File: src/sv/cel_pkg.sv
// ----------------------------------------------------------------------------
// cel_pkg
// Shared types, character codes and item helpers for the condition
// expression lexer.
// ----------------------------------------------------------------------------
package cel_pkg;

  localparam int CEL_MAX_ITEMS   = 4;
  localparam int CEL_QUEUE_DEPTH = 2;

  typedef enum logic [3:0] {
    K_STRING = 4'd0,
    K_REGEX  = 4'd1,
    K_LPAREN = 4'd2,
    K_RPAREN = 4'd3,
    K_EQ     = 4'd4,
    K_NE     = 4'd5,
    K_NOT    = 4'd6,
    K_OR     = 4'd7,
    K_AND    = 4'd8,
    K_GE     = 4'd9,
    K_GT     = 4'd10,
    K_LE     = 4'd11,
    K_LT     = 4'd12,
    K_ACCESS = 4'd13,
    K_NONE   = 4'd14
  } kind_t;

  typedef enum logic [1:0] {
    M_IDLE   = 2'd0,
    M_PEND   = 2'd1,
    M_UNQ    = 2'd2,
    M_QUOTED = 2'd3
  } mode_t;

  localparam logic [7:0] CH_SPACE  = 8'h20;
  localparam logic [7:0] CH_TAB    = 8'h09;
  localparam logic [7:0] CH_CR     = 8'h0D;
  localparam logic [7:0] CH_BANG   = 8'h21;
  localparam logic [7:0] CH_AMP    = 8'h26;
  localparam logic [7:0] CH_QUOTE  = 8'h27;
  localparam logic [7:0] CH_LPAREN = 8'h28;
  localparam logic [7:0] CH_RPAREN = 8'h29;
  localparam logic [7:0] CH_DASH   = 8'h2D;
  localparam logic [7:0] CH_SLASH  = 8'h2F;
  localparam logic [7:0] CH_LT     = 8'h3C;
  localparam logic [7:0] CH_EQ     = 8'h3D;
  localparam logic [7:0] CH_GT     = 8'h3E;
  localparam logic [7:0] CH_UPPER_A = 8'h41;
  localparam logic [7:0] CH_BSLASH = 8'h5C;
  localparam logic [7:0] CH_PIPE   = 8'h7C;

  typedef struct packed {
    kind_t      kind;
    logic [7:0] value_byte;
    logic       has_byte;
    logic       token_done;
    logic       unclosed;
    logic       end_of_text;
  } item_t;

  // One input character's worth of result items, items[0] first.
  typedef struct packed {
    item_t [CEL_MAX_ITEMS-1:0] items;
    logic  [2:0]               count;
  } bundle_t;

  localparam int CEL_BUNDLE_W = $bits(bundle_t);

  function automatic item_t mk_byte(kind_t kind, logic [7:0] c);
    item_t it;
    it.kind        = kind;
    it.value_byte  = c;
    it.has_byte    = 1'b1;
    it.token_done  = 1'b0;
    it.unclosed    = 1'b0;
    it.end_of_text = 1'b0;
    return it;
  endfunction

  function automatic item_t mk_close(kind_t kind, logic uncl);
    item_t it;
    it.kind        = kind;
    it.value_byte  = 8'h00;
    it.has_byte    = 1'b0;
    it.token_done  = 1'b1;
    it.unclosed    = uncl;
    it.end_of_text = 1'b0;
    return it;
  endfunction

  function automatic item_t mk_end();
    item_t it;
    it.kind        = K_NONE;
    it.value_byte  = 8'h00;
    it.has_byte    = 1'b0;
    it.token_done  = 1'b0;
    it.unclosed    = 1'b0;
    it.end_of_text = 1'b1;
    return it;
  endfunction

  function automatic logic is_blank(logic [7:0] c);
    return (c == CH_SPACE) || ((c >= CH_TAB) && (c <= CH_CR));
  endfunction

endpackage

File: src/sv/cel_queue.sv
// ----------------------------------------------------------------------------
// cel_queue
// Small register FIFO of result bundles between the front and back parts.
// ----------------------------------------------------------------------------
module cel_queue #(
  parameter int WIDTH = 8,
  parameter int DEPTH = 2
) (
  input  logic             clk,
  input  logic             rst_n,
  input  logic             push,
  input  logic [WIDTH-1:0] push_data,
  output logic             full,
  input  logic             pop,
  output logic [WIDTH-1:0] pop_data,
  output logic             empty
);

  localparam int PW = (DEPTH > 1) ? $clog2(DEPTH) : 1;
  localparam int CW = $clog2(DEPTH + 1);
  localparam logic [PW-1:0] LAST_PTR = PW'(DEPTH - 1);
  localparam logic [CW-1:0] DEPTH_C  = CW'(DEPTH);

  logic [WIDTH-1:0] mem_r [DEPTH];
  logic [PW-1:0]    wr_ptr_r, wr_ptr_nxt;
  logic [PW-1:0]    rd_ptr_r, rd_ptr_nxt;
  logic [CW-1:0]    cnt_r, cnt_nxt;
  logic             do_push, do_pop;

  assign full     = (cnt_r == DEPTH_C);
  assign empty    = (cnt_r == '0);
  assign pop_data = mem_r[rd_ptr_r];
  assign do_push  = push && !full;
  assign do_pop   = pop && !empty;

  always_comb begin
    wr_ptr_nxt = wr_ptr_r;
    rd_ptr_nxt = rd_ptr_r;
    cnt_nxt    = cnt_r;
    if (do_push) begin
      wr_ptr_nxt = (wr_ptr_r == LAST_PTR) ? '0 : wr_ptr_r + PW'(1);
    end
    if (do_pop) begin
      rd_ptr_nxt = (rd_ptr_r == LAST_PTR) ? '0 : rd_ptr_r + PW'(1);
    end
    if (do_push && !do_pop) begin
      cnt_nxt = cnt_r + CW'(1);
    end else if (do_pop && !do_push) begin
      cnt_nxt = cnt_r - CW'(1);
    end
  end

  always_ff @(posedge clk) begin
    if (!rst_n) begin
      wr_ptr_r <= '0;
      rd_ptr_r <= '0;
      cnt_r    <= '0;
    end else begin
      wr_ptr_r <= wr_ptr_nxt;
      rd_ptr_r <= rd_ptr_nxt;
      cnt_r    <= cnt_nxt;
    end
  end

  always_ff @(posedge clk) begin
    if (do_push) begin
      mem_r[wr_ptr_r] <= push_data;
    end
  end

endmodule

File: src/sv/cel_front.sv
// ----------------------------------------------------------------------------
// cel_front
// Lexer state machine: classify one character per transaction and build the
// bundle of result items it causes.
// ----------------------------------------------------------------------------
module cel_front
  import cel_pkg::*;
(
  input  logic       clk,
  input  logic       rst_n,
  input  logic       accept,
  input  logic [7:0] ch,
  input  logic       final_char,
  output logic       push,
  output bundle_t    bundle
);

  mode_t      mode_r, mode_nxt;
  logic [7:0] held_r, held_nxt;
  logic       held_v_r, held_v_nxt;
  logic       esc_r, esc_nxt;
  logic [7:0] delim_r, delim_nxt;
  logic       pwa_r, pwa_nxt;

  // One spare slot: an operator flushed at end of text after a string can
  // push the end marker past the bundle, where it is dropped.
  item_t [CEL_MAX_ITEMS:0] it;
  logic [2:0] n;
  logic       dispatch;
  logic       unq_rest;
  kind_t      qkind;

  always_comb begin
    mode_nxt   = mode_r;
    held_nxt   = held_r;
    held_v_nxt = held_v_r;
    esc_nxt    = esc_r;
    delim_nxt  = delim_r;
    pwa_nxt    = pwa_r;
    it         = '0;
    n          = 3'd0;
    dispatch   = 1'b0;
    unq_rest   = 1'b0;
    qkind      = (delim_r == CH_SLASH) ? K_REGEX : K_STRING;

    case (mode_r)
      M_PEND: begin
        held_v_nxt = 1'b0;
        held_nxt   = 8'h00;
        mode_nxt   = M_IDLE;
        case (held_r)
          CH_EQ: begin
            it[n] = mk_close(K_EQ, 1'b0); n = n + 3'd1; pwa_nxt = 1'b0;
            dispatch = (ch != CH_EQ);
          end
          CH_BANG, CH_GT, CH_LT: begin
            if (ch == CH_EQ) begin
              it[n] = mk_close((held_r == CH_BANG) ? K_NE :
                               (held_r == CH_GT) ? K_GE : K_LE, 1'b0);
            end else begin
              it[n] = mk_close((held_r == CH_BANG) ? K_NOT :
                               (held_r == CH_GT) ? K_GT : K_LT, 1'b0);
              dispatch = 1'b1;
            end
            n = n + 3'd1; pwa_nxt = 1'b0;
          end
          CH_PIPE, CH_AMP: begin
            if (ch == held_r) begin
              it[n] = mk_close((held_r == CH_PIPE) ? K_OR : K_AND, 1'b0);
              n = n + 3'd1; pwa_nxt = 1'b0;
            end else begin
              it[n] = mk_byte(K_STRING, held_r); n = n + 3'd1;
              unq_rest = 1'b1;
            end
          end
          CH_DASH: begin
            if (ch == CH_UPPER_A) begin
              it[n] = mk_close(K_ACCESS, 1'b0); n = n + 3'd1; pwa_nxt = 1'b1;
            end else begin
              it[n] = mk_byte(K_STRING, held_r); n = n + 3'd1;
              unq_rest = 1'b1;
            end
          end
          default: begin
            dispatch = 1'b1;
          end
        endcase
      end
      M_UNQ: begin
        if (esc_r) begin
          it[n] = mk_byte(K_STRING, ch); n = n + 3'd1;
          esc_nxt = 1'b0;
        end else if (held_v_r) begin
          held_v_nxt = 1'b0;
          held_nxt   = 8'h00;
          if (ch == held_r) begin
            // doubled | or & ends the string and forms an operator
            it[n] = mk_close(K_STRING, 1'b0); n = n + 3'd1;
            it[n] = mk_close((held_r == CH_PIPE) ? K_OR : K_AND, 1'b0);
            n = n + 3'd1; pwa_nxt = 1'b0;
            mode_nxt = M_IDLE;
          end else begin
            it[n] = mk_byte(K_STRING, held_r); n = n + 3'd1;
            unq_rest = 1'b1;
          end
        end else begin
          unq_rest = 1'b1;
        end
      end
      M_QUOTED: begin
        if (esc_r) begin
          it[n] = mk_byte(qkind, ch); n = n + 3'd1;
          esc_nxt = 1'b0;
        end else if (ch == CH_BSLASH) begin
          esc_nxt = 1'b1;
        end else if (ch == delim_r) begin
          it[n] = mk_close(qkind, 1'b0); n = n + 3'd1; pwa_nxt = 1'b0;
          mode_nxt  = M_IDLE;
          delim_nxt = 8'h00;
        end else begin
          it[n] = mk_byte(qkind, ch); n = n + 3'd1;
        end
      end
      default: begin
        mode_nxt = M_IDLE;
        dispatch = 1'b1;
      end
    endcase

    // remainder of the unquoted-string rule, nothing held and no escape
    if (unq_rest) begin
      mode_nxt = M_UNQ;
      if (ch == CH_BSLASH) begin
        esc_nxt = 1'b1;
      end else if (is_blank(ch)) begin
        it[n] = mk_close(K_STRING, 1'b0); n = n + 3'd1; pwa_nxt = 1'b0;
        mode_nxt = M_IDLE;
      end else if ((ch == CH_LPAREN) || (ch == CH_RPAREN) || (ch == CH_EQ) ||
                   (ch == CH_BANG) || (ch == CH_LT) || (ch == CH_GT)) begin
        it[n] = mk_close(K_STRING, 1'b0); n = n + 3'd1; pwa_nxt = 1'b0;
        mode_nxt = M_IDLE;
        dispatch = 1'b1;
      end else if ((ch == CH_PIPE) || (ch == CH_AMP)) begin
        held_nxt   = ch;
        held_v_nxt = 1'b1;
      end else begin
        it[n] = mk_byte(K_STRING, ch); n = n + 3'd1;
      end
    end

    // start of a new token
    if (dispatch && !is_blank(ch)) begin
      case (ch)
        CH_LPAREN: begin
          it[n] = mk_close(K_LPAREN, 1'b0); n = n + 3'd1; pwa_nxt = 1'b0;
        end
        CH_RPAREN: begin
          it[n] = mk_close(K_RPAREN, 1'b0); n = n + 3'd1; pwa_nxt = 1'b0;
        end
        CH_EQ, CH_BANG, CH_GT, CH_LT, CH_PIPE, CH_AMP, CH_DASH: begin
          mode_nxt   = M_PEND;
          held_nxt   = ch;
          held_v_nxt = 1'b1;
        end
        CH_QUOTE: begin
          mode_nxt  = M_QUOTED;
          delim_nxt = ch;
          esc_nxt   = 1'b0;
        end
        CH_SLASH: begin
          if (pwa_nxt) begin
            it[n] = mk_byte(K_STRING, ch); n = n + 3'd1;
            mode_nxt = M_UNQ;
          end else begin
            mode_nxt  = M_QUOTED;
            delim_nxt = ch;
            esc_nxt   = 1'b0;
          end
        end
        default: begin
          mode_nxt = M_UNQ;
          if (ch == CH_BSLASH) begin
            esc_nxt = 1'b1;
          end else begin
            it[n] = mk_byte(K_STRING, ch); n = n + 3'd1;
          end
        end
      endcase
    end

    // end of text: flush the open token, mark the end, return to reset state
    if (final_char) begin
      case (mode_nxt)
        M_PEND: begin
          case (held_nxt)
            CH_EQ:   begin it[n] = mk_close(K_EQ, 1'b0);  n = n + 3'd1; end
            CH_BANG: begin it[n] = mk_close(K_NOT, 1'b0); n = n + 3'd1; end
            CH_GT:   begin it[n] = mk_close(K_GT, 1'b0);  n = n + 3'd1; end
            CH_LT:   begin it[n] = mk_close(K_LT, 1'b0);  n = n + 3'd1; end
            default: begin
              it[n] = mk_byte(K_STRING, held_nxt); n = n + 3'd1;
              it[n] = mk_close(K_STRING, 1'b0);    n = n + 3'd1;
            end
          endcase
        end
        M_UNQ: begin
          if (held_v_nxt) begin
            it[n] = mk_byte(K_STRING, held_nxt); n = n + 3'd1;
          end
          if (esc_nxt) begin
            it[n] = mk_byte(K_STRING, CH_BSLASH); n = n + 3'd1;
          end
          it[n] = mk_close(K_STRING, 1'b0); n = n + 3'd1;
        end
        M_QUOTED: begin
          it[n] = mk_close((delim_nxt == CH_SLASH) ? K_REGEX : K_STRING, 1'b1);
          n = n + 3'd1;
        end
        default: begin
        end
      endcase
      it[n] = mk_end(); n = n + 3'd1;
      mode_nxt   = M_IDLE;
      held_nxt   = 8'h00;
      held_v_nxt = 1'b0;
      esc_nxt    = 1'b0;
      delim_nxt  = 8'h00;
      pwa_nxt    = 1'b0;
    end
  end

  // Keep at most CEL_MAX_ITEMS items; drop anything beyond.
  assign bundle.items = it[CEL_MAX_ITEMS-1:0];
  assign bundle.count = (n > 3'(CEL_MAX_ITEMS)) ? 3'(CEL_MAX_ITEMS) : n;
  assign push         = accept && (n != 3'd0);

  always_ff @(posedge clk) begin
    if (!rst_n) begin
      mode_r   <= M_IDLE;
      held_r   <= 8'h00;
      held_v_r <= 1'b0;
      esc_r    <= 1'b0;
      delim_r  <= 8'h00;
      pwa_r    <= 1'b0;
    end else if (accept) begin
      mode_r   <= mode_nxt;
      held_r   <= held_nxt;
      held_v_r <= held_v_nxt;
      esc_r    <= esc_nxt;
      delim_r  <= delim_nxt;
      pwa_r    <= pwa_nxt;
    end
  end

endmodule

File: src/sv/cel_back.sv
// ----------------------------------------------------------------------------
// cel_back
// Serialize the queued bundles into single result items behind an output
// register.
// ----------------------------------------------------------------------------
module cel_back
  import cel_pkg::*;
(
  input  logic    clk,
  input  logic    rst_n,
  input  bundle_t head,
  input  logic    head_valid,
  output logic    pop,
  output logic    out_valid,
  input  logic    out_ready,
  output item_t   out_item,
  output logic    out_last
);

  logic [1:0] idx_r, idx_nxt;
  logic       ov_r, ov_nxt;
  item_t      item_r, item_nxt;
  logic       last_r, last_nxt;
  logic       load, at_last;

  assign load    = head_valid && (!ov_r || out_ready);
  assign at_last = ({1'b0, idx_r} == (head.count - 3'd1));
  assign pop     = load && at_last;

  always_comb begin
    idx_nxt  = idx_r;
    ov_nxt   = ov_r;
    item_nxt = item_r;
    last_nxt = last_r;
    if (load) begin
      ov_nxt   = 1'b1;
      item_nxt = head.items[idx_r];
      last_nxt = at_last;
      idx_nxt  = at_last ? 2'd0 : idx_r + 2'd1;
    end else if (out_ready) begin
      ov_nxt = 1'b0;
    end
  end

  always_ff @(posedge clk) begin
    if (!rst_n) begin
      idx_r <= 2'd0;
      ov_r  <= 1'b0;
    end else begin
      idx_r <= idx_nxt;
      ov_r  <= ov_nxt;
    end
  end

  always_ff @(posedge clk) begin
    item_r <= item_nxt;
    last_r <= last_nxt;
  end

  assign out_valid = ov_r;
  assign out_item  = item_r;
  assign out_last  = last_r;

endmodule

File: src/sv/condition_expression_lexer_unit.sv
// ----------------------------------------------------------------------------
// condition_expression_lexer_unit
// Items pass through the bundle queue (it absorbs bursts) and the output register.
// Throughput: one character per cycle while each causes at most one item and
//   out_tready is high; a character with k items needs k transfers (k up to 4).
// The output register drains one item per cycle while out_tready is high.
// Reset (rst_n low, synchronous): lexer idle, queue and output register empty.
// ----------------------------------------------------------------------------
module condition_expression_lexer_unit
  import cel_pkg::*;
#(
  parameter int QUEUE_DEPTH = CEL_QUEUE_DEPTH
) (
  input  logic       clk,
  input  logic       rst_n,
  // input channel
  input  logic       in_tvalid,
  output logic       in_tready,
  input  logic [7:0] in_tdata,   // [7:0] ch
  input  logic       in_tlast,   // final_char
  // result channel
  output logic       out_tvalid,
  input  logic       out_tready,
  output logic [7:0] out_tdata,  // [7:0] value_byte
  output logic [7:0] out_tuser,  // [3:0] kind, [4] has_byte, [5] token_done,
                                 // [6] unclosed, [7] end_of_text
  output logic       out_tlast   // run_last
);

  logic    in_accept;
  logic    push;
  bundle_t push_bundle;
  logic    q_full;
  logic    q_empty;
  logic    q_pop;
  logic [CEL_BUNDLE_W-1:0] q_head_bits;
  bundle_t q_head;
  item_t   o_item;

  // Accept a transaction whenever the queue has room for its bundle.
  assign in_tready = !q_full;
  assign in_accept = in_tvalid && in_tready;

  // Front: classify the character and build its result bundle.
  cel_front u_front (
    .clk        (clk),
    .rst_n      (rst_n),
    .accept     (in_accept),
    .ch         (in_tdata),
    .final_char (in_tlast),
    .push       (push),
    .bundle     (push_bundle)
  );

  // Hold bundles so the front keeps taking characters while the back drains.
  cel_queue #(
    .WIDTH (CEL_BUNDLE_W),
    .DEPTH (QUEUE_DEPTH)
  ) u_queue (
    .clk       (clk),
    .rst_n     (rst_n),
    .push      (push),
    .push_data (push_bundle),
    .full      (q_full),
    .pop       (q_pop),
    .pop_data  (q_head_bits),
    .empty     (q_empty)
  );

  assign q_head = bundle_t'(q_head_bits);

  // Back: advance through the head bundle one item per output transaction.
  cel_back u_back (
    .clk        (clk),
    .rst_n      (rst_n),
    .head       (q_head),
    .head_valid (!q_empty),
    .pop        (q_pop),
    .out_valid  (out_tvalid),
    .out_ready  (out_tready),
    .out_item   (o_item),
    .out_last   (out_tlast)
  );

  // Pack item fields onto the stream ports.
  assign out_tdata = o_item.value_byte;
  assign out_tuser = {o_item.end_of_text, o_item.unclosed, o_item.token_done,
                      o_item.has_byte, o_item.kind};

endmodule

File: config.mk
export PLATFORM = sky130hd
export DESIGN_NAME = condition_expression_lexer_unit
export DESIGN_NICKNAME = d
export VERILOG_FILES = /design/src/sv/cel_pkg.sv /design/src/sv/cel_queue.sv /design/src/sv/cel_front.sv /design/src/sv/cel_back.sv /design/src/sv/condition_expression_lexer_unit.sv
export SDC_FILE = /design/constraint.sdc
export NUM_CORES = 1
export LEC_CHECK = 0
export BUFFER_PORTS_ARGS = -buffer_cell sky130_fd_sc_hd__buf_2
export CORE_AREA = 2 2 175 177
export DETAILED_ROUTE_END_ITERATION = 12
export DIE_AREA = 0 0 177 179
export GPL_TIMING_DRIVEN = 0
export PLACE_DENSITY_LB_ADDON = 0.12
export SLEW_MARGIN = 20
export SYNTH_ARGS = -nofsm -noshare
export SYNTH_HDL_FRONTEND = slang
export SYNTH_HIERARCHICAL = 1
export SYNTH_SLANG_ARGS = --single-unit
File: constraint.sdc
create_clock -name clk -period 15.6 [get_ports clk]
set_input_delay 2.34 -clock clk [delete_from_list [all_inputs] [get_ports clk]]
set_output_delay 2.34 -clock clk [all_outputs]
set_load 0.01 [all_outputs]
==> flow_metrics.env, run 1 <==
export IMPL_grt_pass1_wl_um=62460
export IMPL_wire_per_inst_um=25.87
export IMPL_swShare=0.3372
export IMPL_powerDensity_nw_per_um2=131.4
export IMPL_drt_drc_violations_left=0
export IMPL_min_period_ns=10.13
export IMPL_placed_cells=1585
export IMPL_synth_fa_ha_area_frac=0.01666
export IMPL_switchingPower_uw=592.7
export IMPL_die_w_um=177
export IMPL_comb_power_share=0.344
export IMPL_row_count=64
export IMPL_p_int_uw=1165
export IMPL_cts_resized=0
export IMPL_drv_cap=0
export IMPL_rsz0062_at_grt="false"
export IMPL_drt_iter0_markers=1111
export IMPL_num_antenna_cells=0
export IMPL_synth_area_per_cell_sq_um=10.41
export IMPL_layout_nets=1237
export IMPL_p_leak_uw=0.004558
export IMPL_totalWireLength_um=41800
export IMPL_dp_hpwl_um=32230
export IMPL_clk_path_buf_depth=2
export IMPL_via_per_inst=6.223
export IMPL_synth_top_family_by_area="compound AO/OA/AOI/OAI gates"
export IMPL_grt_pass1_vias=9621
export IMPL_grt_ovfl_total=0
export IMPL_critPathMaxFanout=14
export IMPL_vias=10060
export IMPL_antenna_found_initial=0
export IMPL_cts_root_buf="clkbuf_16"
export IMPL_start_util=0.4001
export IMPL_firstDrtPassIters=6
export IMPL_ir_worst_vdd_uv=69.74
export IMPL_io_buffer_count=29
export IMPL_clk_pin_slew_ns=0.08
export IMPL_cp_slowest_stage_delay_ns=0.43
export IMPL_synth_compound_area_share=0.2127
export IMPL_track_usage=0.2696
export IMPL_cp_top_family="buffers and inverters"
export IMPL_fmaxAchievable_mhz=98.68
export IMPL_cts_tree="built"
export IMPL_num_io_pins=32
export IMPL_syn_cell_area_sq_um=12010
export IMPL_finalCritPeriodShare=0.6496
export IMPL_status="completed"
export IMPL_h_tree_depth=4
export IMPL_cp_start_kind="input port"
export IMPL_gp_congestion=0.9755
export IMPL_worst_slack_ns=5.466
export IMPL_synth_largest_area_cell="edfxtp_1"
export IMPL_syn2layout_area_growth_pct=11.33
export IMPL_cts_setup_buffers=0
export IMPL_critPathSlowestCell="nand3b_1"
export IMPL_grt_max_degree=45
export IMPL_setup_tns_ns=0
export IMPL_critPathKind="in2reg"
export IMPL_dp_slack_ns=5.106
export IMPL_power_frac_seq=0.401
export IMPL_synth_area_leaders="edfxtp_1, dfxtp_1, mux2_2"
export IMPL_drive_above_1_share=0.1934
export IMPL_synthCells=1154
export IMPL_synth_xor_area_frac=0.03478
export IMPL_worstSkewPairLatency_ns=0.44
export IMPL_finClkSkew_ns=0.01711
export IMPL_postRouteAntennaNets=0
export IMPL_cp_required_ns=15.74
export IMPL_coreArea_sq_um=30030
export IMPL_synth_top_area_frac=0.3774
export IMPL_die_h_um=179
export IMPL_cts_hold_fix_buffers=0
export IMPL_die_area_sq_um=31680
export IMPL_synthSimpleGateAreaFrac=0.1668
export IMPL_timing_hold_ws_ns=0.4915
export IMPL_synth_cell_types=113
export IMPL_fin_cells=1616
export IMPL_clock_sinks=180
export IMPL_cts_buffers=17
export IMPL_ys_warnings_count=6
export IMPL_clock_power_share=0.255
export IMPL_hold_viol=0
export IMPL_max_slew_margin=0.2724
export IMPL_synthFlopType="edfxtp_1"
export IMPL_ys_ff_latch=180
export IMPL_cp_num_buf_inv=10
export IMPL_worst_pin_slew_ns=1.081
export IMPL_setup_violations=0
export IMPL_cp_arrival_ns=10.27
export IMPL_async_flop_share=0
export IMPL_muxShareOfSynthArea=0.1010
export IMPL_syn_nets=1183
export IMPL_slew_violations=0
export IMPL_synth_edff_count=151
export IMPL_synth_seq_area_share=0.4257
export IMPL_hold_path_class="reg2reg"
export IMPL_final_core_util=0.4454
export IMPL_end_kind="flop"
export IMPL_cpMostUsedCell="ha_1"
area by class of cell:
cell class | count | area, sq um
Tap cell | 396 | 495.5
Fill cell | 2907 | 16650
Clock buffer | 18 | 429.2
Inverter | 41 | 153.9
Buffer | 70 | 354.1
Timing Repair Buffer | 35 | 244.0
Clock inverter | 13 | 173.9
Sequential cell | 180 | 5115
Multi-Input combinational cell | 863 | 6410
synthesized netlist by cell type, types with 12 or more instances:
| cell | instances |
|---|---|
| mux2_1 | 30 |
| o21ai_0 | 46 |
| a21o_1 | 14 |
| nor2_1 | 81 |
| o2bb2ai_1 | 14 |
| nand3_1 | 36 |
| and2_1 | 24 |
| buf_2 | 20 |
| nand2_1 | 90 |
| a31oi_1 | 12 |
| clkbuf_1 | 34 |
| o22ai_1 | 30 |
| ha_1 | 16 |
| mux2_2 | 38 |
| a22oi_1 | 13 |
| dfxtp_1 | 29 |
| nor2b_1 | 13 |
| nand4_1 | 14 |
| edfxtp_1 | 151 |
| inv_1 | 35 |
| xnor2_1 | 27 |
| mux4_2 | 16 |
| a21oi_1 | 64 |
| nor3_1 | 34 |
cell usage in the layout, fill, tap and decap left out, types with 16 or more instances in the layout:
cell       count
buf_2         49
nand2_1       90
o22ai_1       30
clkbuf_16     17
mux2_2        38
o21ai_0       46
ha_1          16
edfxtp_1     151
inv_1         35
dfxtp_1       29
nand3_1       36
mux2_1        30
mux4_2        16
clkbuf_1      35
nor2_1        81
xnor2_1       27
nor3_1        34
and2_1        24
a21oi_1       64
state kept, by name (all words and copies together) (netlist names), named ones only:
| signal | count |
|---|---|
| u_back/idx_r | 2 |
| u_back/out_item | 16 |
| u_back/out_last | 1 |
| u_back/out_valid | 1 |
| u_front/delim_r | 8 |
| u_front/esc_r | 1 |
| u_front/held_r | 8 |
| u_front/held_v_r | 1 |
| u_front/mode_r | 2 |
| u_front/pwa_r | 1 |
| u_queue/cnt_r | 2 |
| u_queue/mem_r | 134 |
| u_queue/rd_ptr_r | 1 |
| u_queue/wr_ptr_r | 1 |
logic make-up (layout without fill, tap and decap cells):
group / Yosys count / after routing
xor gates and xnor gates: 38 / 38
muxes: 91 / 91
AOI/OAI and AO/OA: 342 / 342
buffers and inverters: 111 / 177
adders and majority gates: 16 / 16
and+or+nand+nor: 376 / 376
DFF: 180 / 180
worst register-to-register path: cells and delay by family (launching register included):
family / cells / cell delay (ns)
buf+inv: 9 / 1.93
flops: 1 / 0.39
simple gates: 9 / 2.02
fa+ha+maj: 6 / 1.76
xor+xnor: 4 / 0.89
compound gates: 4 / 1.05
path summary, 6_finish.rpt:
path,startpoint,to,slack (ns),depth (start not counted)
worst max-delay path,in_tdata[4],u_queue/mem_r[0][30]$_DFFE_PP_,5.47,34
worst min-delay path,u_front/delim_r[5]$_SDFFE_PN0P_,u_front/delim_r[5]$_SDFFE_PN0P_,0.49,2
worst max register to register,u_front/mode_r[0]$_SDFFE_PN0P_,u_queue/mem_r[0][30]$_DFFE_PP_,7.25,32
worst min register to register,u_front/delim_r[5]$_SDFFE_PN0P_,u_front/delim_r[5]$_SDFFE_PN0P_,0.49,2
layer usage:
| metal | GRT usage | share of wire | up-vias |
|---|---|---|---|
| met5 | 0 | 0 | - |
| met4 | 0.1081 | 0.035 | 0 |
| met3 | 0.03605 | 0.052 | 82 |
| met2 | 0.4342 | 0.47 | 406 |
| met1 | 0.3672 | 0.44 | 4994 |
| li1 | - | - | 4575 |
through the flow:
stage,cell area [sq um],total power [uW]
final,13380,1758
after global routing,13380,1841
after CTS,13380,1768
after detailed placement,12770,1319
after global placement,12650,1299
after floorplan,12010,1115
power by group through the flow:
stage               Combinational, uW  Sequential, uW  Clock, uW
floorplan                         383             732          0
global placement                  573             727          0
detailed placement                603             717          0
CTS                               606             706        456
global route                      651             717        473
finish                            605             705        449
No activity file was read; power rests on OpenSTA's default activity.
==> run 2, diff against run 1 <==
==> constraint.sdc (replaced) <==
create_clock -name clk -period 9.2 [get_ports clk]
set_input_delay 1.38 -clock clk [delete_from_list [all_inputs] [get_ports clk]]
set_output_delay 1.38 -clock clk [all_outputs]
set_load 0.01 [all_outputs]
==> flow_metrics.env, run 2 (synthesized netlist as in run 1, its figures left out) <==
export IMPL_cp_required_ns=9.34
export IMPL_hold_path_class="reg2reg"
export IMPL_drive_above_1_share=0.2020
export IMPL_die_w_um=177
export IMPL_totalWireLength_um=42220
export IMPL_grt_ovfl_total=0
export IMPL_critPathKind="in2reg"
export IMPL_cts_hold_fix_buffers=0
export IMPL_postRouteAntennaNets=0
export IMPL_num_io_pins=32
export IMPL_rsz0062_at_grt="false"
export IMPL_firstDrtPassIters=7
export IMPL_drt_drc_violations_left=0
export IMPL_drv_cap=0
export IMPL_track_usage=0.2734
export IMPL_fmaxAchievable_mhz=115.1
export IMPL_critPathSlowestCell="or4b_1"
export IMPL_critPathMaxFanout=15
export IMPL_worst_slack_ns=0.5132
export IMPL_hold_viol=0
export IMPL_cpMostUsedCell="nand2_1"
export IMPL_setup_violations=0
export IMPL_coreArea_sq_um=30030
export IMPL_worst_pin_slew_ns=1.005
export IMPL_grt_pass1_wl_um=63230
export IMPL_cts_tree="built"
export IMPL_dp_slack_ns=-1.177
export IMPL_dp_hpwl_um=32400
export IMPL_clk_path_buf_depth=2
export IMPL_finalCritPeriodShare=0.9442
export IMPL_clock_sinks=180
export IMPL_cp_slowest_stage_delay_ns=0.61
export IMPL_cts_root_buf="clkbuf_16"
export IMPL_power_total_uw=2988
export IMPL_p_leak_uw=0.004580
export IMPL_layout_nets=1240
export IMPL_start_util=0.4001
export IMPL_slew_violations=0
export IMPL_cp_start_kind="input port"
export IMPL_antenna_found_initial=0
export IMPL_cts_buffers=17
export IMPL_mostFrequentLayoutCell="edfxtp_1"
export IMPL_fillers=2947
export IMPL_h_tree_depth=4
export IMPL_max_slew_margin=0.3232
export IMPL_regMostFlops="u_queue/mem_r"
export IMPL_min_period_ns=8.687
export IMPL_gp_congestion=0.9691
export IMPL_timing_hold_ws_ns=0.4914
export IMPL_clk_pin_slew_ns=0.08
export IMPL_drt_iter0_markers=1128
export IMPL_wire_per_inst_um=26.08
export IMPL_io_buffer_count=29
export IMPL_placed_area_sq_um=12760
export IMPL_die_h_um=179
export IMPL_worstSkewPairLatency_ns=0.45
export IMPL_powerDensity_nw_per_um2=221.9
export IMPL_grt_max_degree=44
export IMPL_final_core_util=0.4485
export IMPL_finalInstanceArea_sq_um=13470
export IMPL_ir_worst_vdd_uv=112.3
export IMPL_finClkSkew_ns=0.02396
export IMPL_syn2layout_area_growth_pct=12.11
export IMPL_end_kind="flop"
export IMPL_vias=10180
export IMPL_largest_reg_flops=134
export IMPL_num_antenna_cells=0
export IMPL_final_cell_mix="edfxtp_1, nand2_1, nor2_1"
export IMPL_grt_pass1_vias=9816
export IMPL_cp_arrival_ns=8.83
export IMPL_row_count=64
export IMPL_via_per_inst=6.288
export IMPL_status="completed"
export IMPL_die_area_sq_um=31680
## run 2: cell count changes in the layout (fill, tap and decap cells not counted), sizes merged
cell and delta:
buf +4, clkbuf -1, clkinv -1, clkinvlp +2, inv -1
## run 2: power breakdown
part	total, uW	internal, uW	switching [uW]
Sequential	1200	1150	44.5
Clock	758	431	327
Combinational	1040	395	640
Total	2990	1980	1010
## run 2: area by class of cell
class	count	area (sq um)	share of cell area
inverters	41	153.9	0.01143
plain buffers	69	352.8	0.02620
repair buffers	39	266.5	0.01979
clock buffers	18	429.2	0.03186
clock inverters	13	173.9	0.01291
well taps	396	495.5	0.03679
multi-input cells	863	6482	0.4813
flip-flops and latches	180	5115	0.3797
## run 2: timing repair
item / in CTS / in global routing
gates resized for setup: 4 / 12
cloned: 0 / 0
pin swaps: 2 / 1
setup endpoints to repair: 55 / 99
setup buffers: 2 / 3
## run 2: worst max-delay path, delay by kind of cell
family                   cells  cell delay (ns)
AO/OA/AOI/OAI                5             1.06
XOR/XNOR                     4             0.88
adder cells (fa/ha/maj)      4             1.23
buffers and inverters       10             1.74
AND/OR/NAND/NOR             10             2.52
## run 2: final timing paths
check / end / cells after the start / slack [ns] / from
worst min-delay path: u_front/delim_r[0]$_SDFFE_PN0P_ / 2 / 0.49 / u_front/delim_r[0]$_SDFFE_PN0P_
worst max-delay path: u_queue/mem_r[0][44]$_DFFE_PP_ / 33 / 0.51 / in_tdata[7]
worst min register to register: u_front/delim_r[0]$_SDFFE_PN0P_ / 2 / 0.49 / u_front/delim_r[0]$_SDFFE_PN0P_
worst max register to register: u_queue/mem_r[0][44]$_DFFE_PP_ / 33 / 1.06 / u_front/held_r[0]$_SDFFE_PN0P_
## run 2: per-stage QoR
step | setup TNS [ns] | instances
after detailed placement | -71.08 | 1584
after floorplan | 0 | 1154
after CTS | 0 | 1617
after global placement | -313.04 | 1579
final | 0 | 1619
after global routing | 0 | 1619
## run 2: per-layer routing
metal  up-vias  GRT usage  wire length, um
met5         -          0                0
met2       459     0.4494            19740
li1       4574          -                -
met4         0     0.1012             1491
met3        76    0.03647             2483
met1      5071     0.3682            18510
==> run 3, diff against run 2 <==
--- a/config.mk
+++ b/config.mk
@@ -6,13 +6,12 @@
 export NUM_CORES = 1
 export LEC_CHECK = 0
 export BUFFER_PORTS_ARGS = -buffer_cell sky130_fd_sc_hd__buf_2
-export CORE_AREA = 2 2 175 177
+export CORE_AREA = 2 2 156 158
 export DETAILED_ROUTE_END_ITERATION = 12
-export DIE_AREA = 0 0 177 179
+export DIE_AREA = 0 0 158 160
 export GPL_TIMING_DRIVEN = 0
 export PLACE_DENSITY_LB_ADDON = 0.12
 export SLEW_MARGIN = 20
 export SYNTH_ARGS = -nofsm -noshare
 export SYNTH_HDL_FRONTEND = slang
-export SYNTH_HIERARCHICAL = 1
 export SYNTH_SLANG_ARGS = --single-unit
==> flow_metrics.env, run 3 <==
export IMPL_status="completed"
export IMPL_final_cell_mix="edfxtp_1, nand2_1, nor2_1"
export IMPL_clk_pin_slew_ns=0.08
export IMPL_synthCells=1197
export IMPL_die_h_um=160
export IMPL_grt_pass1_wl_um=64440
export IMPL_die_w_um=158
export IMPL_worst_pin_slew_ns=1.099
export IMPL_critPathKind="in2reg"
export IMPL_synth_edff_count=151
export IMPL_synth_area_leaders="edfxtp_1, mux4_2, dfxtp_1"
export IMPL_placed_cells=1554
export IMPL_cpMostUsedCell="ha_1"
export IMPL_synth_top_cells_by_count="edfxtp_1, nand2_1, nor2_1, a21oi_1, o21ai_0"
export IMPL_mostFrequentLayoutCell="edfxtp_1"
export IMPL_yosysMostFrequentCell="edfxtp_1"
export IMPL_end_kind="flop"
export IMPL_drt_iter0_markers=1369
export IMPL_drv_cap=0
export IMPL_synthFlopType="edfxtp_1"
export IMPL_timing_hold_ws_ns=0.4626
export IMPL_postRouteAntennaNets=0
export IMPL_fin_cells=1588
export IMPL_dp_hpwl_um=32300
export IMPL_cp_required_ns=9.33
export IMPL_h_tree_depth=4
export IMPL_max_slew_margin=0.2607
export IMPL_finalCritPeriodShare=0.9653
export IMPL_coreArea_sq_um=23820
export IMPL_grt_ovfl_total=0
export IMPL_syn_nets=1225
export IMPL_rsz0062_at_grt="false"
export IMPL_synth_seq_area_share=0.4321
export IMPL_drive_above_1_share=0.1551
export IMPL_synth_area_per_cell_sq_um=9.888
export IMPL_layout_nets=1279
export IMPL_min_period_ns=8.880
export IMPL_clock_sinks=180
export IMPL_track_usage=0.3462
export IMPL_cts_buffers=17
export IMPL_largest_reg_flops=134
export IMPL_vias=10620
export IMPL_rr_worst_depth=32
export IMPL_cts_root_buf="clkbuf_16"
export IMPL_power_total_uw=2968
export IMPL_hold_path_cell_count=2
export IMPL_fillers=2170
export IMPL_slew_violations=0
export IMPL_ir_worst_vdd_uv=133.8
export IMPL_via_per_inst=6.690
export IMPL_start_util=0.4969
export IMPL_critPathSlowestCell="o311ai_4"
export IMPL_clk_path_buf_depth=2
export IMPL_wire_per_inst_um=26.96
export IMPL_firstDrtPassIters=6
export IMPL_io_buffer_count=29
export IMPL_setup_tns_ns=0
export IMPL_worstSkewPairLatency_ns=0.43
export IMPL_totalWireLength_um=42810
export IMPL_fmaxAchievable_mhz=112.6
export IMPL_cp_arrival_ns=9.01
export IMPL_cp_start_kind="input port"
export IMPL_grt_pass1_vias=10200
export IMPL_num_antenna_cells=0
export IMPL_num_io_pins=32
export IMPL_setup_violations=0
export IMPL_critPathMaxFanout=24
export IMPL_hold_viol=0
export IMPL_antenna_found_initial=0
export IMPL_syn2layout_area_growth_pct=11.36
export IMPL_grt_max_degree=47
export IMPL_die_area_sq_um=25280
export IMPL_regMostFlops="u_queue.mem_r"
export IMPL_synth_largest_area_cell="edfxtp_1"
export IMPL_async_flop_share=0
export IMPL_gp_congestion=1.010
export IMPL_ys_warnings_count=0
export IMPL_ys_ff_latch=180
export IMPL_final_core_util=0.5534
export IMPL_p_leak_uw=0.004446
export IMPL_row_count=57
export IMPL_hold_path_class="reg2reg"
export IMPL_syn_cell_area_sq_um=11840
export IMPL_cts_tree="built"
export IMPL_cp_slowest_stage_delay_ns=0.52
export IMPL_synth_cell_types=94
export IMPL_drt_drc_violations_left=0
export IMPL_synth_top_area_frac=0.3831
export IMPL_finClkSkew_ns=0.02057
export IMPL_powerDensity_nw_per_um2=225.2
-- run 3: cell types whose count changed after synthesis, sizes merged, moves of 11 or more --
| cell | before | now |
|---|---|---|
| mux2 | 69 | 18 |
| nand2 | 92 | 127 |
| nor2 | 84 | 119 |
| o21ai | 53 | 71 |
| and2 | 26 | 10 |
| mux4 | 16 | 32 |
| xnor2 | 32 | 17 |
| a21oi | 71 | 82 |
-- run 3: critical path: cells and delay by family --
family	cells	cell delay (ns)
AOI/OAI and AO/OA	11	2.64
and+or+nand+nor	9	2.43
adders and majority gates	4	1.15
buffers and inverters	9	1.33
-- run 3: repair_timing --
item                       CTS  global route
setup buffers                1             1
gates resized for setup      3             7
pin swaps                    0             1
setup endpoints to repair  135           184
hold buffers                 0             0
-- run 3: cell type report --
class	count	area [sq um]	area share
Sequential cell	180	5115	0.3880
Clock inverter	14	156.4	0.01187
Inverter	37	143.9	0.01092
Timing Repair Buffer	35	262.8	0.01993
Tap cell	324	405.4	0.03075
Clock buffer	18	429.2	0.03256
Multi-Input combinational cell	910	6356	0.4822
Buffer	70	312.8	0.02373
-- run 3: worst paths after layout --
path	from	end	slack, ns
worst max-delay path	in_tdata[4]	u_queue.mem_r[0][66]$_DFFE_PP_	0.32
worst max register to register	u_front.held_r[2]$_SDFFE_PN0P_	u_queue.mem_r[0][66]$_DFFE_PP_	1.01
worst min register to register	u_front.delim_r[7]$_SDFFE_PN0P_	u_front.delim_r[7]$_SDFFE_PN0P_	0.46
worst min-delay path	u_front.delim_r[7]$_SDFFE_PN0P_	u_front.delim_r[7]$_SDFFE_PN0P_	0.46
-- run 3: logic make-up after synthesis --
| family | synth area share |
|---|---|
| adders and majority gates | 0.01586 |
| buffers and inverters | 0.03837 |
| muxes | 0.08478 |
| and+or+nand+nor | 0.1762 |
| xor gates and xnor gates | 0.02907 |
| AOI/OAI and AO/OA | 0.2236 |
| DFF | 0.4321 |
-- run 3: where the power goes --
part	leakage [uW]	switching (uW)	internal [uW]	total, uW
Clock	0.000284	364	366	730
Sequential	0.00168	46.4	1130	1180
Combinational	0.00248	656	405	1060
Total	0.00445	1070	1900	2970
-- run 3: routing by layer --
metal | global-route usage | part of all wire | up-vias
li1 | - | - | 4758
met1 | 0.4885 | 0.43 | 5239
met2 | 0.5071 | 0.43 | 525
met3 | 0.07626 | 0.088 | 101
met4 | 0.1622 | 0.052 | 0
met5 | 0 | 0 | -
-- run 3: per-stage QoR --
step	cell area, sq um	setup WS (ns)
6_report	13180	0.3195
5_1_grt	13180	0.02383
4_1_cts	13120	0.1129
3_5_place_dp	12510	-1.281
3_3_place_gp	12400	-1.782
2_1_floorplan	11850	0.5394
